File: src/sv/pbc_pkg.sv
// Shared types, constants and helpers for the pileup base counter.
// No dependencies; every other file of the block uses this package.
package pbc_pkg;

    localparam int CNT_W   = 16;
    localparam int FIELD_W = 16;
    localparam int SUM_W   = 19;
    localparam int NBASE   = 5;
    localparam int Q_DEPTH = 4;
    localparam int Q_AW    = $clog2(Q_DEPTH);

    localparam logic [CNT_W-1:0] CNT_MAX = {CNT_W{1'b1}};

    localparam logic [7:0] CH_DOT   = 8'h2E;
    localparam logic [7:0] CH_COMMA = 8'h2C;
    localparam logic [7:0] CH_PLUS  = 8'h2B;

    localparam logic [1:0] SKIP_LEN = 2'd2;

    typedef enum logic [2:0] {
        BASE_A = 3'd0,
        BASE_C = 3'd1,
        BASE_G = 3'd2,
        BASE_T = 3'd3,
        BASE_N = 3'd4
    } t_base;

    localparam logic [1:0] STRAND_TOT = 2'd0;
    localparam logic [1:0] STRAND_FWD = 2'd1;
    localparam logic [1:0] STRAND_REV = 2'd2;

    typedef logic [NBASE-1:0][CNT_W-1:0] t_cnt_arr;

    typedef struct packed {
        logic        clear;
        logic        bump;
        logic        rev;
        logic [2:0]  code;
        logic        last;
        logic [31:0] position;
        logic [2:0]  ref_code;
    } t_cmd;

    typedef struct packed {
        t_cnt_arr    fwd;
        t_cnt_arr    rev;
        logic [31:0] position;
        logic [2:0]  ref_code;
    } t_snap;

    // upper-case ASCII to base code; anything else is N
    function automatic logic [2:0] char_code(input logic [7:0] ch);
        logic [2:0] code;
        case (ch)
            "A":     code = BASE_A;
            "C":     code = BASE_C;
            "G":     code = BASE_G;
            "T":     code = BASE_T;
            default: code = BASE_N;
        endcase
        return code;
    endfunction

    function automatic logic [FIELD_W-1:0] to_field(input logic [CNT_W-1:0] c);
        logic [63:0] w;
        w = 64'(c);
        return w[FIELD_W-1:0];
    endfunction

endpackage

File: src/sv/pbc_front.sv
// Front end: accepts characters, tracks skip state, latches position and
// reference, and turns each beat into a counter command. Uses pbc_pkg.
module pbc_front (
    input  logic           i_clk,
    input  logic           i_rst_n,
    input  logic           i_valid,
    input  logic           i_full,
    input  logic           i_first,
    input  logic [31:0]    i_position,
    input  logic [7:0]     i_ref_char,
    input  logic [7:0]     i_align_char,
    input  logic           i_last,
    output logic           o_push,
    output pbc_pkg::t_cmd  o_cmd
);

    logic [1:0]  r_skip, n_skip;
    logic [2:0]  r_ref, n_ref;
    logic [31:0] r_pos, n_pos;
    logic [7:0]  ref_up;
    logic [7:0]  ch;

    assign o_push = i_valid && !i_full;
    assign ch     = i_align_char;

    always_comb begin
        ref_up = (i_ref_char >= "a" && i_ref_char <= "z") ? i_ref_char - 8'd32 : i_ref_char;
        n_skip = i_first ? 2'd0 : r_skip;
        n_ref  = i_first ? pbc_pkg::char_code(ref_up) : r_ref;
        n_pos  = i_first ? i_position : r_pos;

        o_cmd.clear    = i_first;
        o_cmd.bump     = 1'b0;
        o_cmd.rev      = 1'b0;
        o_cmd.code     = n_ref;
        o_cmd.last     = i_last;
        o_cmd.position = n_pos;
        o_cmd.ref_code = n_ref;

        if (n_skip != 2'd0) begin
            n_skip = n_skip - 2'd1;
        end else if (ch == pbc_pkg::CH_DOT) begin
            o_cmd.bump = 1'b1;
        end else if (ch == pbc_pkg::CH_COMMA) begin
            o_cmd.bump = 1'b1;
            o_cmd.rev  = 1'b1;
        end else if (ch == pbc_pkg::CH_PLUS) begin
            n_skip = pbc_pkg::SKIP_LEN;
        end else if (ch == "A" || ch == "C" || ch == "G" || ch == "T" || ch == "N") begin
            o_cmd.bump = 1'b1;
            o_cmd.code = pbc_pkg::char_code(ch);
        end else if (ch == "a" || ch == "c" || ch == "g" || ch == "t" || ch == "n") begin
            o_cmd.bump = 1'b1;
            o_cmd.rev  = 1'b1;
            o_cmd.code = pbc_pkg::char_code(ch - 8'd32);
        end
    end

    always_ff @(posedge i_clk) begin
        if (!i_rst_n) begin
            r_skip <= 2'd0;
            r_ref  <= pbc_pkg::BASE_N;
            r_pos  <= 32'd0;
        end else if (o_push) begin
            r_skip <= n_skip;
            r_ref  <= n_ref;
            r_pos  <= n_pos;
        end
    end

endmodule

File: src/sv/pbc_queue.sv
// Short command queue between front end and counters.
// Uses pbc_pkg for the command type and depth.
module pbc_queue (
    input  logic           i_clk,
    input  logic           i_rst_n,
    input  logic           i_push,
    input  pbc_pkg::t_cmd  i_cmd,
    input  logic           i_pop,
    output logic           o_full,
    output logic           o_valid,
    output pbc_pkg::t_cmd  o_cmd
);

    pbc_pkg::t_cmd              r_mem [pbc_pkg::Q_DEPTH];
    logic [pbc_pkg::Q_AW-1:0]   r_wr, r_rd;
    logic [pbc_pkg::Q_AW:0]     r_cnt;

    assign o_full  = (r_cnt == (pbc_pkg::Q_AW+1)'(pbc_pkg::Q_DEPTH));
    assign o_valid = (r_cnt != '0);
    assign o_cmd   = r_mem[r_rd];

    always_ff @(posedge i_clk) begin
        if (i_push) begin
            r_mem[r_wr] <= i_cmd;
        end
    end

    always_ff @(posedge i_clk) begin
        if (!i_rst_n) begin
            r_wr  <= '0;
            r_rd  <= '0;
            r_cnt <= '0;
        end else begin
            if (i_push) begin
                r_wr <= r_wr + pbc_pkg::Q_AW'(1);
            end
            if (i_pop) begin
                r_rd <= r_rd + pbc_pkg::Q_AW'(1);
            end
            case ({i_push, i_pop})
                2'b10:   r_cnt <= r_cnt + (pbc_pkg::Q_AW+1)'(1);
                2'b01:   r_cnt <= r_cnt - (pbc_pkg::Q_AW+1)'(1);
                default: r_cnt <= r_cnt;
            endcase
        end
    end

endmodule

File: src/sv/pbc_counter.sv
// Strand counters: applies queued commands and hands a snapshot of the
// counts to the record stage at the end of each position. Uses pbc_pkg.
module pbc_counter (
    input  logic           i_clk,
    input  logic           i_rst_n,
    input  logic           i_cmd_valid,
    input  pbc_pkg::t_cmd  i_cmd,
    output logic           o_pop,
    input  logic           i_take,
    output logic           o_snap_valid,
    output pbc_pkg::t_snap o_snap
);

    pbc_pkg::t_cnt_arr r_fwd, n_fwd;
    pbc_pkg::t_cnt_arr r_rev, n_rev;
    logic              r_snap_valid;
    pbc_pkg::t_snap    r_snap;

    assign o_pop        = i_cmd_valid && (!i_cmd.last || !r_snap_valid || i_take);
    assign o_snap_valid = r_snap_valid;
    assign o_snap       = r_snap;

    always_comb begin
        for (int i = 0; i < pbc_pkg::NBASE; i++) begin
            n_fwd[i] = i_cmd.clear ? '0 : r_fwd[i];
            n_rev[i] = i_cmd.clear ? '0 : r_rev[i];
            if (i_cmd.bump && i_cmd.code == 3'(i)) begin
                if (!i_cmd.rev && n_fwd[i] != pbc_pkg::CNT_MAX) begin
                    n_fwd[i] = n_fwd[i] + pbc_pkg::CNT_W'(1);
                end
                if (i_cmd.rev && n_rev[i] != pbc_pkg::CNT_MAX) begin
                    n_rev[i] = n_rev[i] + pbc_pkg::CNT_W'(1);
                end
            end
        end
    end

    always_ff @(posedge i_clk) begin
        if (!i_rst_n) begin
            r_fwd <= '0;
            r_rev <= '0;
        end else if (o_pop) begin
            r_fwd <= n_fwd;
            r_rev <= n_rev;
        end
    end

    always_ff @(posedge i_clk) begin
        if (!i_rst_n) begin
            r_snap_valid <= 1'b0;
        end else if (o_pop && i_cmd.last) begin
            r_snap_valid <= 1'b1;
        end else if (i_take) begin
            r_snap_valid <= 1'b0;
        end
    end

    always_ff @(posedge i_clk) begin
        if (o_pop && i_cmd.last) begin
            r_snap.fwd      <= n_fwd;
            r_snap.rev      <= n_rev;
            r_snap.position <= i_cmd.position;
            r_snap.ref_code <= i_cmd.ref_code;
        end
    end

endmodule

File: src/sv/pbc_emit.sv
// Record stage: takes a count snapshot, forms the total, forward and
// reverse records and drives the registered output beat. Uses pbc_pkg.
module pbc_emit (
    input  logic                        i_clk,
    input  logic                        i_rst_n,
    input  logic                        i_snap_valid,
    input  pbc_pkg::t_snap              i_snap,
    output logic                        o_take,
    input  logic                        i_stall,
    output logic                        o_valid,
    output logic [1:0]                  o_strand_set,
    output logic [31:0]                 o_out_position,
    output logic [2:0]                  o_ref_code,
    output logic [pbc_pkg::FIELD_W-1:0] o_count_a,
    output logic [pbc_pkg::FIELD_W-1:0] o_count_c,
    output logic [pbc_pkg::FIELD_W-1:0] o_count_g,
    output logic [pbc_pkg::FIELD_W-1:0] o_count_t,
    output logic [pbc_pkg::FIELD_W-1:0] o_count_n,
    output logic [pbc_pkg::SUM_W-1:0]   o_depth_sum,
    output logic [pbc_pkg::FIELD_W-1:0] o_match_count,
    output logic [2:0]                  o_majority_base,
    output logic                        o_last_record
);

    pbc_pkg::t_cnt_arr           r_fwd, r_rev, r_tot, tot, sel;
    logic [31:0]                 r_pos;
    logic [2:0]                  r_ref;
    logic                        r_busy;
    logic [1:0]                  r_set;
    logic                        out_free;
    logic                        load;
    logic [pbc_pkg::CNT_W+2:0]   sum;
    logic [63:0]                 sum_w;
    logic [pbc_pkg::CNT_W-1:0]   best;
    logic [2:0]                  maj;

    assign out_free = !o_valid || !i_stall;
    assign load     = r_busy && out_free;
    assign o_take   = i_snap_valid && (!r_busy || (out_free && r_set == pbc_pkg::STRAND_REV));

    always_comb begin
        logic [pbc_pkg::CNT_W:0] s;
        for (int i = 0; i < pbc_pkg::NBASE; i++) begin
            s = {1'b0, i_snap.fwd[i]} + {1'b0, i_snap.rev[i]};
            tot[i] = s[pbc_pkg::CNT_W] ? pbc_pkg::CNT_MAX : s[pbc_pkg::CNT_W-1:0];
        end
    end

    always_comb begin
        case (r_set)
            pbc_pkg::STRAND_TOT: sel = r_tot;
            pbc_pkg::STRAND_FWD: sel = r_fwd;
            default:             sel = r_rev;
        endcase
        sum  = '0;
        best = '0;
        maj  = pbc_pkg::BASE_A;
        for (int i = 0; i < pbc_pkg::NBASE; i++) begin
            sum = sum + (pbc_pkg::CNT_W+3)'(sel[i]);
            if (sel[i] > best) begin
                best = sel[i];
                maj  = 3'(i);
            end
        end
        sum_w = 64'(sum);
    end

    always_ff @(posedge i_clk) begin
        if (o_take) begin
            r_fwd <= i_snap.fwd;
            r_rev <= i_snap.rev;
            r_tot <= tot;
            r_pos <= i_snap.position;
            r_ref <= i_snap.ref_code;
        end
    end

    always_ff @(posedge i_clk) begin
        if (!i_rst_n) begin
            r_busy <= 1'b0;
            r_set  <= pbc_pkg::STRAND_TOT;
        end else if (o_take) begin
            r_busy <= 1'b1;
            r_set  <= pbc_pkg::STRAND_TOT;
        end else if (load) begin
            if (r_set == pbc_pkg::STRAND_REV) begin
                r_busy <= 1'b0;
            end else begin
                r_set <= r_set + 2'd1;
            end
        end
    end

    always_ff @(posedge i_clk) begin
        if (!i_rst_n) begin
            o_valid <= 1'b0;
        end else if (load) begin
            o_valid <= 1'b1;
        end else if (!i_stall) begin
            o_valid <= 1'b0;
        end
    end

    always_ff @(posedge i_clk) begin
        if (load) begin
            o_strand_set    <= r_set;
            o_out_position  <= r_pos;
            o_ref_code      <= r_ref;
            o_count_a       <= pbc_pkg::to_field(sel[pbc_pkg::BASE_A]);
            o_count_c       <= pbc_pkg::to_field(sel[pbc_pkg::BASE_C]);
            o_count_g       <= pbc_pkg::to_field(sel[pbc_pkg::BASE_G]);
            o_count_t       <= pbc_pkg::to_field(sel[pbc_pkg::BASE_T]);
            o_count_n       <= pbc_pkg::to_field(sel[pbc_pkg::BASE_N]);
            o_depth_sum     <= sum_w[pbc_pkg::SUM_W-1:0];
            o_match_count   <= pbc_pkg::to_field(sel[r_ref]);
            o_majority_base <= maj;
            o_last_record   <= (r_set == pbc_pkg::STRAND_REV);
        end
    end

endmodule

File: src/sv/pileup_base_counter.sv
// Pileup base counter: one alignment character a cycle while o_stall is low, three records
// per position. The total record passes the queue, the counter snapshot and the record stage
// on its way to the output register; forward and reverse follow one a cycle while i_stall is
// low. Each position yields three records, so shorter positions fill the 4-entry queue.
// Reset is synchronous, active low: counts and skip clear, reference reads N.
// Uses pbc_pkg, pbc_front, pbc_queue, pbc_counter and pbc_emit.
module pileup_base_counter (
    input  logic                        i_clk,
    input  logic                        i_rst_n,
    input  logic                        i_valid,
    output logic                        o_stall,
    input  logic                        i_first,
    input  logic [31:0]                 i_position,
    input  logic [7:0]                  i_ref_char,
    input  logic [7:0]                  i_align_char,
    input  logic                        i_last,
    output logic                        o_valid,
    input  logic                        i_stall,
    output logic [1:0]                  o_strand_set,
    output logic [31:0]                 o_out_position,
    output logic [2:0]                  o_ref_code,
    output logic [pbc_pkg::FIELD_W-1:0] o_count_a,
    output logic [pbc_pkg::FIELD_W-1:0] o_count_c,
    output logic [pbc_pkg::FIELD_W-1:0] o_count_g,
    output logic [pbc_pkg::FIELD_W-1:0] o_count_t,
    output logic [pbc_pkg::FIELD_W-1:0] o_count_n,
    output logic [pbc_pkg::SUM_W-1:0]   o_depth_sum,
    output logic [pbc_pkg::FIELD_W-1:0] o_match_count,
    output logic [2:0]                  o_majority_base,
    output logic                        o_last_record
);

    logic           push, full, q_valid, pop, take, snap_valid;
    pbc_pkg::t_cmd  push_cmd, q_cmd;
    pbc_pkg::t_snap snap;

    assign o_stall = full;

    pbc_front u_front (
        .i_clk        (i_clk),
        .i_rst_n      (i_rst_n),
        .i_valid      (i_valid),
        .i_full       (full),
        .i_first      (i_first),
        .i_position   (i_position),
        .i_ref_char   (i_ref_char),
        .i_align_char (i_align_char),
        .i_last       (i_last),
        .o_push       (push),
        .o_cmd        (push_cmd)
    );

    pbc_queue u_queue (
        .i_clk   (i_clk),
        .i_rst_n (i_rst_n),
        .i_push  (push),
        .i_cmd   (push_cmd),
        .i_pop   (pop),
        .o_full  (full),
        .o_valid (q_valid),
        .o_cmd   (q_cmd)
    );

    pbc_counter u_counter (
        .i_clk        (i_clk),
        .i_rst_n      (i_rst_n),
        .i_cmd_valid  (q_valid),
        .i_cmd        (q_cmd),
        .o_pop        (pop),
        .i_take       (take),
        .o_snap_valid (snap_valid),
        .o_snap       (snap)
    );

    pbc_emit u_emit (
        .i_clk           (i_clk),
        .i_rst_n         (i_rst_n),
        .i_snap_valid    (snap_valid),
        .i_snap          (snap),
        .o_take          (take),
        .i_stall         (i_stall),
        .o_valid         (o_valid),
        .o_strand_set    (o_strand_set),
        .o_out_position  (o_out_position),
        .o_ref_code      (o_ref_code),
        .o_count_a       (o_count_a),
        .o_count_c       (o_count_c),
        .o_count_g       (o_count_g),
        .o_count_t       (o_count_t),
        .o_count_n       (o_count_n),
        .o_depth_sum     (o_depth_sum),
        .o_match_count   (o_match_count),
        .o_majority_base (o_majority_base),
        .o_last_record   (o_last_record)
    );

endmodule

File: config.mk
export PLATFORM = sky130hd
export DESIGN_NAME = pileup_base_counter
export DESIGN_NICKNAME = d
export VERILOG_FILES = /design/src/sv/pbc_pkg.sv /design/src/sv/pbc_front.sv /design/src/sv/pbc_queue.sv /design/src/sv/pbc_counter.sv /design/src/sv/pbc_emit.sv /design/src/sv/pileup_base_counter.sv
export SDC_FILE = /design/constraint.sdc
export NUM_CORES = 2
export LEC_CHECK = 0
export ABC_AREA = 1
export BUFFER_PORTS_ARGS = -buffer_cell sky130_fd_sc_hd__buf_2
export CAP_MARGIN = 30
export CORE_UTILIZATION = 31
export CTS_CLUSTER_SIZE = 20
export DETAILED_ROUTE_END_ITERATION = 8
export PLACE_DENSITY = 0.47
export SKIP_CTS_REPAIR_TIMING = 1
export SLEW_MARGIN = 5
export SYNTH_ARGS = -nofsm -noshare
export SYNTH_HDL_FRONTEND = slang
export SYNTH_SLANG_ARGS = --single-unit
File: constraint.sdc
create_clock -name i_clk -period 23.1 [get_ports i_clk]
set_input_delay 4.62 -clock i_clk [delete_from_list [all_inputs] [get_ports i_clk]]
set_output_delay 4.62 -clock i_clk [all_outputs]
set_load 0.05 [all_outputs]
== After elaboration in Yosys (flattened, before gate mapping) ==
Memory sizes are Yosys's and may differ from the RTL's. A register that Yosys moved wholly into a read port is not among the register bits.
Index checks and enable logic that the tools add are counted.
Storage, ports and cells
  memory bits (writable): 168
  register bits: 835
  memories: 1
  logic and storage cells: 265
Cells by class
  bitwise gates (word level): 2
  multiplexer cells: 73
  order comparisons: 8
  reductions and logical operators: 52
  add/subtract/negate cells: 27
  equality and inequality tests: 41
Memories
  u_queue.r_mem: words 4, width 42, rd ports 1, clocked after memory_dff 1, write ports 1, RTL line pbc_queue.sv:14  | pbc_pkg::t_cmd r_mem [pbc_pkg::Q_DEPTH];
Operator list (count)
  2-to-1 mux 16 bit: 35
  adder 16 x 1 -> 16 bit (second input constant): 10
  != test 16 bit (second input constant): 10
  one-hot mux 80 bit (2 select lines): 1
  equality test 8 x 7 -> 1 bit (second input constant): 18
  adder 16 x 16 -> 17 bit: 6
  > comparator 16 bit: 4
  adder 19 x 16 -> 19 bit: 3
  binary-select mux 16 bit (select 3 bit): 1
  one-hot mux 3 bit (4 select lines): 3
  2-to-1 mux 32 bit: 1
  equality test 8 x 6 -> 1 bit (second input constant): 3
  logical AND 1 bit: 22
  2-to-1 mux 2 bit: 10
  > comparator 16 x 1 -> 1 bit (second input constant): 1
  subtractor 8 x 6 -> 8 bit (second input constant): 2
  2-to-1 mux 5 bit: 3
  2-to-1 mux 1 bit: 13
  logical OR 1 bit: 12
  nonzero test 2 bit: 5
  2-to-1 mux 3 bit: 3
  >= comparator 8 x 7 -> 1 bit (second input constant): 1
  <= comparator 8 x 7 -> 1 bit (second input constant): 1
  2-to-1 mux 8 bit: 1
  other kinds (20): 34

== Logic depth before layout (Yosys ltp) ==
  depth in word-level cells: 12
  depth in mapped cells: 55
  gate-level depth less buffers: 50

== Hierarchy ==
A second synthesis with hierarchy kept.
Second synthesis, totals
  cells, all modules: 5141
  area total of the unflattened synthesis: 50129.3 um^2
By module, submodules not included
  pbc_emit: cells an instance 1953, area each 22861.9 um^2, seq. area each 13022.5 um^2, instances 1
  pbc_counter: cells an instance 2363, area each 18316.3 um^2, seq. area each 9078.7 um^2, instances 1
  pbc_queue: cells an instance 463, area each 6656.4 um^2, seq. area each 5225.0 um^2, instances 1
  pbc_front: cells an instance 362, area each 2294.7 um^2, seq. area each 740.7 um^2, instances 1

== Least setup slack after synthesis ==
No wires, ideal clock.
  kind: input -> register
  from: in i_stall
  to: reg u_emit.r_fwd[0] (netlist name) (enable)
  required time: 22184 ps
  buffers on the path: 0
  stages on the path: 3
  data arrival time: 16178 ps
  setup slack: 6007 ps
  setup time: 916 ps
  path through: nand2_1 > a21oi_1 > nor2_1
Between the ends
  longest elaborated chain between the ends: 5
Ends and longest elaborated chain
  start, declared: RTL line pileup_base_counter.sv:18  | input logic i_stall,
  zero test 1 bit: RTL line pbc_emit.sv:37  | assign out_free = !o_valid || !i_stall;
  logical OR 1 bit: RTL line pbc_emit.sv:37
  logical AND 1 bit: RTL line pbc_emit.sv:39  | assign o_take = i_snap_valid && (!r_busy || (out_free && r_set == pbc_pkg::STRAND_REV));
  logical OR 1 bit: RTL line pbc_emit.sv:39
  logical AND 1 bit: RTL line pbc_emit.sv:39
  named net take: RTL line pileup_base_counter.sv:33  | logic push, full, q_valid, pop, take, snap_valid;
  end signal, assigned: RTL line pbc_emit.sv:70  | r_fwd <= i_snap.fwd;
  end, declared: RTL line pbc_emit.sv:25  | pbc_pkg::t_cnt_arr r_fwd, r_rev, r_tot, tot, sel;
The timed path passes the listed nets, and every way through them passes these cells.
A chain may end at the register's enable or synchronous reset.

==> flow_summary_export.csv <==
group,metric,value,unit
run,maxCapViolations,0,
synth,syn_avg_cell_area,9.90,um2
synth,yosys.area_share.simple,14.1,%
drt,ant_nets,0,
setup_path,crit_top_cell,"nand2_1",
timing,timing.final.crit_period,10.72,ns
floorplanning,die_area,0.160,mm2
drt,drc,0,
synth,yosys.area_share.adder,6.59,%
setup_path,crit_family,"simple AND/OR/NAND/NOR gates",
grt,grt_usage,17.2,%
grt,grt_max_degree,122,
synth,synth_top_family_by_area,"simple AND/OR/NAND/NOR gates",
clocking,cts_max_level,3,
clocking,cts_tree,"done",
drt,drt_wl_total,138,mm
place,io_buffer_count,211,
floorplanning,io-pin-count,212,
final_layout,drive_gt1_share,10.9,%
synth,synth-xor-area-share,3.32,%
grt,grt_pass1_wl,208,mm
synth,synth.area.mux_share,0,%
floorplanning,die_h,400,um
run_status,status,"finished clean",
synth,post-synth-top-count-cell,"nand2_1",
timing,worst_pin_slew,0.999,ns
hold_path,hp-class,"flip-flop to flip-flop",
setup_path,slowest_delay,0.67,ns
setup_path,crit_required,23.57,ns
synth,synth_cell_types,59,
synth,syn-cell-area,0.0490,mm2
drt,wire_per_inst,18.9,um
clocking,cts_sinks,1005,
timing,drv_slew,0,
synth,syn_nets,5244,
setup_path,worst_setup_path_end_kind,"flip-flop",
place,gp_congestion,0.875,
floorplanning,row_count,145,
floorplanning,start_util,31.3,%
final_layout,syn_to_final_growth,14.7,%
synth,synth_area_leaders,"edfxtp_1, dfxtp_1, nand2_1, inv_1, ha_1",
synth,synth-compound-area-share,11.9,%
synth,synth_sequential_area_ratio,57.2,%
setup_path,cp.arrival,11.19,ns
synth,synth_seq_cells,1005,
clocking,cts_root_buffer,"clkbuf_16",
synth,yosysWarnings,0,
setup_path,cp-start-kind,"flip-flop",
timing,clock.fmax,0.0933,GHz
clocking,clk_pin_slew_worst_paths,0.06,ns
clocking,cts_buffers,113,
synth,synth_top_area_share,48.6,%
floorplanning,core_area,0.157,mm2
drt,dr.first_iter.drc_count,1975,
synth,synth_ff_type,"edfxtp_1",
setup_path,critPathMaxFanout,50,
setup_path,crit_buf_inv,7,
clocking,clockBufferDepth,3,
drt,via_per_inst,4.72,
synth,async_flop_share,0,%
timing,finalHoldViolCount,0,
grt,grt_pass1_vias,33690,
drt,vias,34535,
setup_path,cpMaxStageDelayCell,"o21ai_0",
timing,slew_headroom,33.4,%
place,hpwl,98.6,mm
clocking,clock_latency,0.76,ns
grt,grt.overflow.total,0,
timing,finalClockSkew,0.0830,ns
drt,first_pass_iters,6,
setup_path,critPathKind,"flip-flop to flip-flop",
synth,synth_top_cell_by_area,"edfxtp_1",
floorplanning,die_w,400,um
synth,syn_inst,4955,
synth,yosys-top-cells-count,"nand2_1, edfxtp_1, inv_1",
timing,fin_setup_tns,0,ns
timing,min_period_over_period,46.4,%
final_layout,nets,5443,
synth,synth_edf_count,794,
timing,grt_setup_unrepaired,"false",
timing,setup_viol,0,
grt,antenna_found_initial,14,
-- worst register-to-register path, delay by kind of cell (launching register included) --
kind / cells / cell delay [ns]
and+or+nand+nor: 20 / 4.76
DFF: 1 / 0.34
buffers and inverters: 7 / 1.64
AOI/OAI and AO/OA: 11 / 2.22
adders and majority gates: 5 / 1.51
-- layout make-up --
cell class	count	area (um2)
fill	15784	100000
sequential	1005	28100
multi-input combinational	3071	17700
clock buffer	139	2980
inverter	708	2670
tap	2058	2570
timing repair buffer	255	1440
clock inverter	77	835
antenna	2	5.00
-- path summary, 6_finish.rpt --
| path | from | end | slack, ns | cells after the start |
|---|---|---|---|---|
| min reg2reg | u_counter.o_snap[178]$_DFFE_PP_ | u_emit.r_fwd[63]$_DFFE_PP_ | 0.42 | 0 |
| min | u_counter.o_snap[178]$_DFFE_PP_ | u_emit.r_fwd[63]$_DFFE_PP_ | 0.42 | 0 |
| max | u_emit.r_set[1]$_SDFFE_PP0P_ | u_emit.o_majority_base[0]$_SDFFCE_PN0P_ | 12.38 | 43 |
| max reg2reg | u_emit.r_set[1]$_SDFFE_PP0P_ | u_emit.o_majority_base[0]$_SDFFCE_PN0P_ | 12.38 | 43 |
-- kinds of logic after synthesis --
logic type,Yosys count
compound gates,1055
xor+xnor,185
fa+ha+maj,235
flops,1005
simple gates,1596
buf+inv,879
-- per-stage QoR --
| step | instances | hold slack [ns] | util [%] | worst slack [ns] | instance area, um2 |
|---|---|---|---|---|---|
| after floorplan | 4955 | 0.400 | - | 6.01 | 49000 |
| after global placement | 7091 | 0.402 | 33.4 | 12.44 | 52300 |
| after detailed placement | 7096 | 0.405 | 33.5 | 12.36 | 52400 |
| after CTS | 7312 | 0.413 | 35.9 | 12.33 | 56200 |
| after global routing | 7313 | 0.427 | 35.9 | 11.18 | 56200 |
| final | 7315 | 0.416 | 35.9 | 12.38 | 56200 |
-- layout by cell type, fill, tap and decap left out, types with 9 or more instances in the layout --
master / count
nand2_1: 811
a22o_1: 67
o21ai_0: 397
xor2_1: 128
nor4_1: 14
fa_1: 39
and2_1: 18
nor2_1: 359
xnor2_1: 56
o211ai_1: 19
o21ai_1: 55
clkbuf_16: 113
buf_4: 42
or2_2: 12
clkinv_2: 36
nor3_2: 12
dfxtp_1: 210
inv_2: 25
o21bai_1: 11
bufinv_16: 10
buf_2: 210
clkbuf_1: 21
a21oi_1: 403
nand4_1: 34
a21boi_0: 11
ha_1: 194
nand2_2: 17
o22ai_1: 49
nand3_1: 191
nor3_1: 57
clkinv_1: 11
inv_1: 679
nor2_2: 30
edfxtp_1: 794
a31oi_1: 9
-- state kept, by name, summed over array words and instances (netlist names), 19 cells and up, named ones only --
name and flops:
u_counter.o_snap 195, u_queue.r_mem 168, u_emit.r_fwd 80, u_counter.r_rev 80, u_emit.o_out_position 32, u_emit.r_rev 80
u_counter.r_fwd 80, u_emit.o_depth_sum 19, u_emit.r_tot 80, u_emit.r_pos 32, u_front.r_pos 32
-- layer usage --
layer / GRT usage [%] / part of all wire (%) / vias to the layer above
met4: 4.74 / 2.5 / 18
met1: 23.5 / 47 / 16326
met3: 2.78 / 4.3 / 198
li1: - / - / 17246
met2: 28.1 / 46 / 747
met5: 0 / 0.081 / -
Power is left out: the tool's default activity adds up to more than one toggle a clock period on the data nets, which glitch-free logic cannot reach.
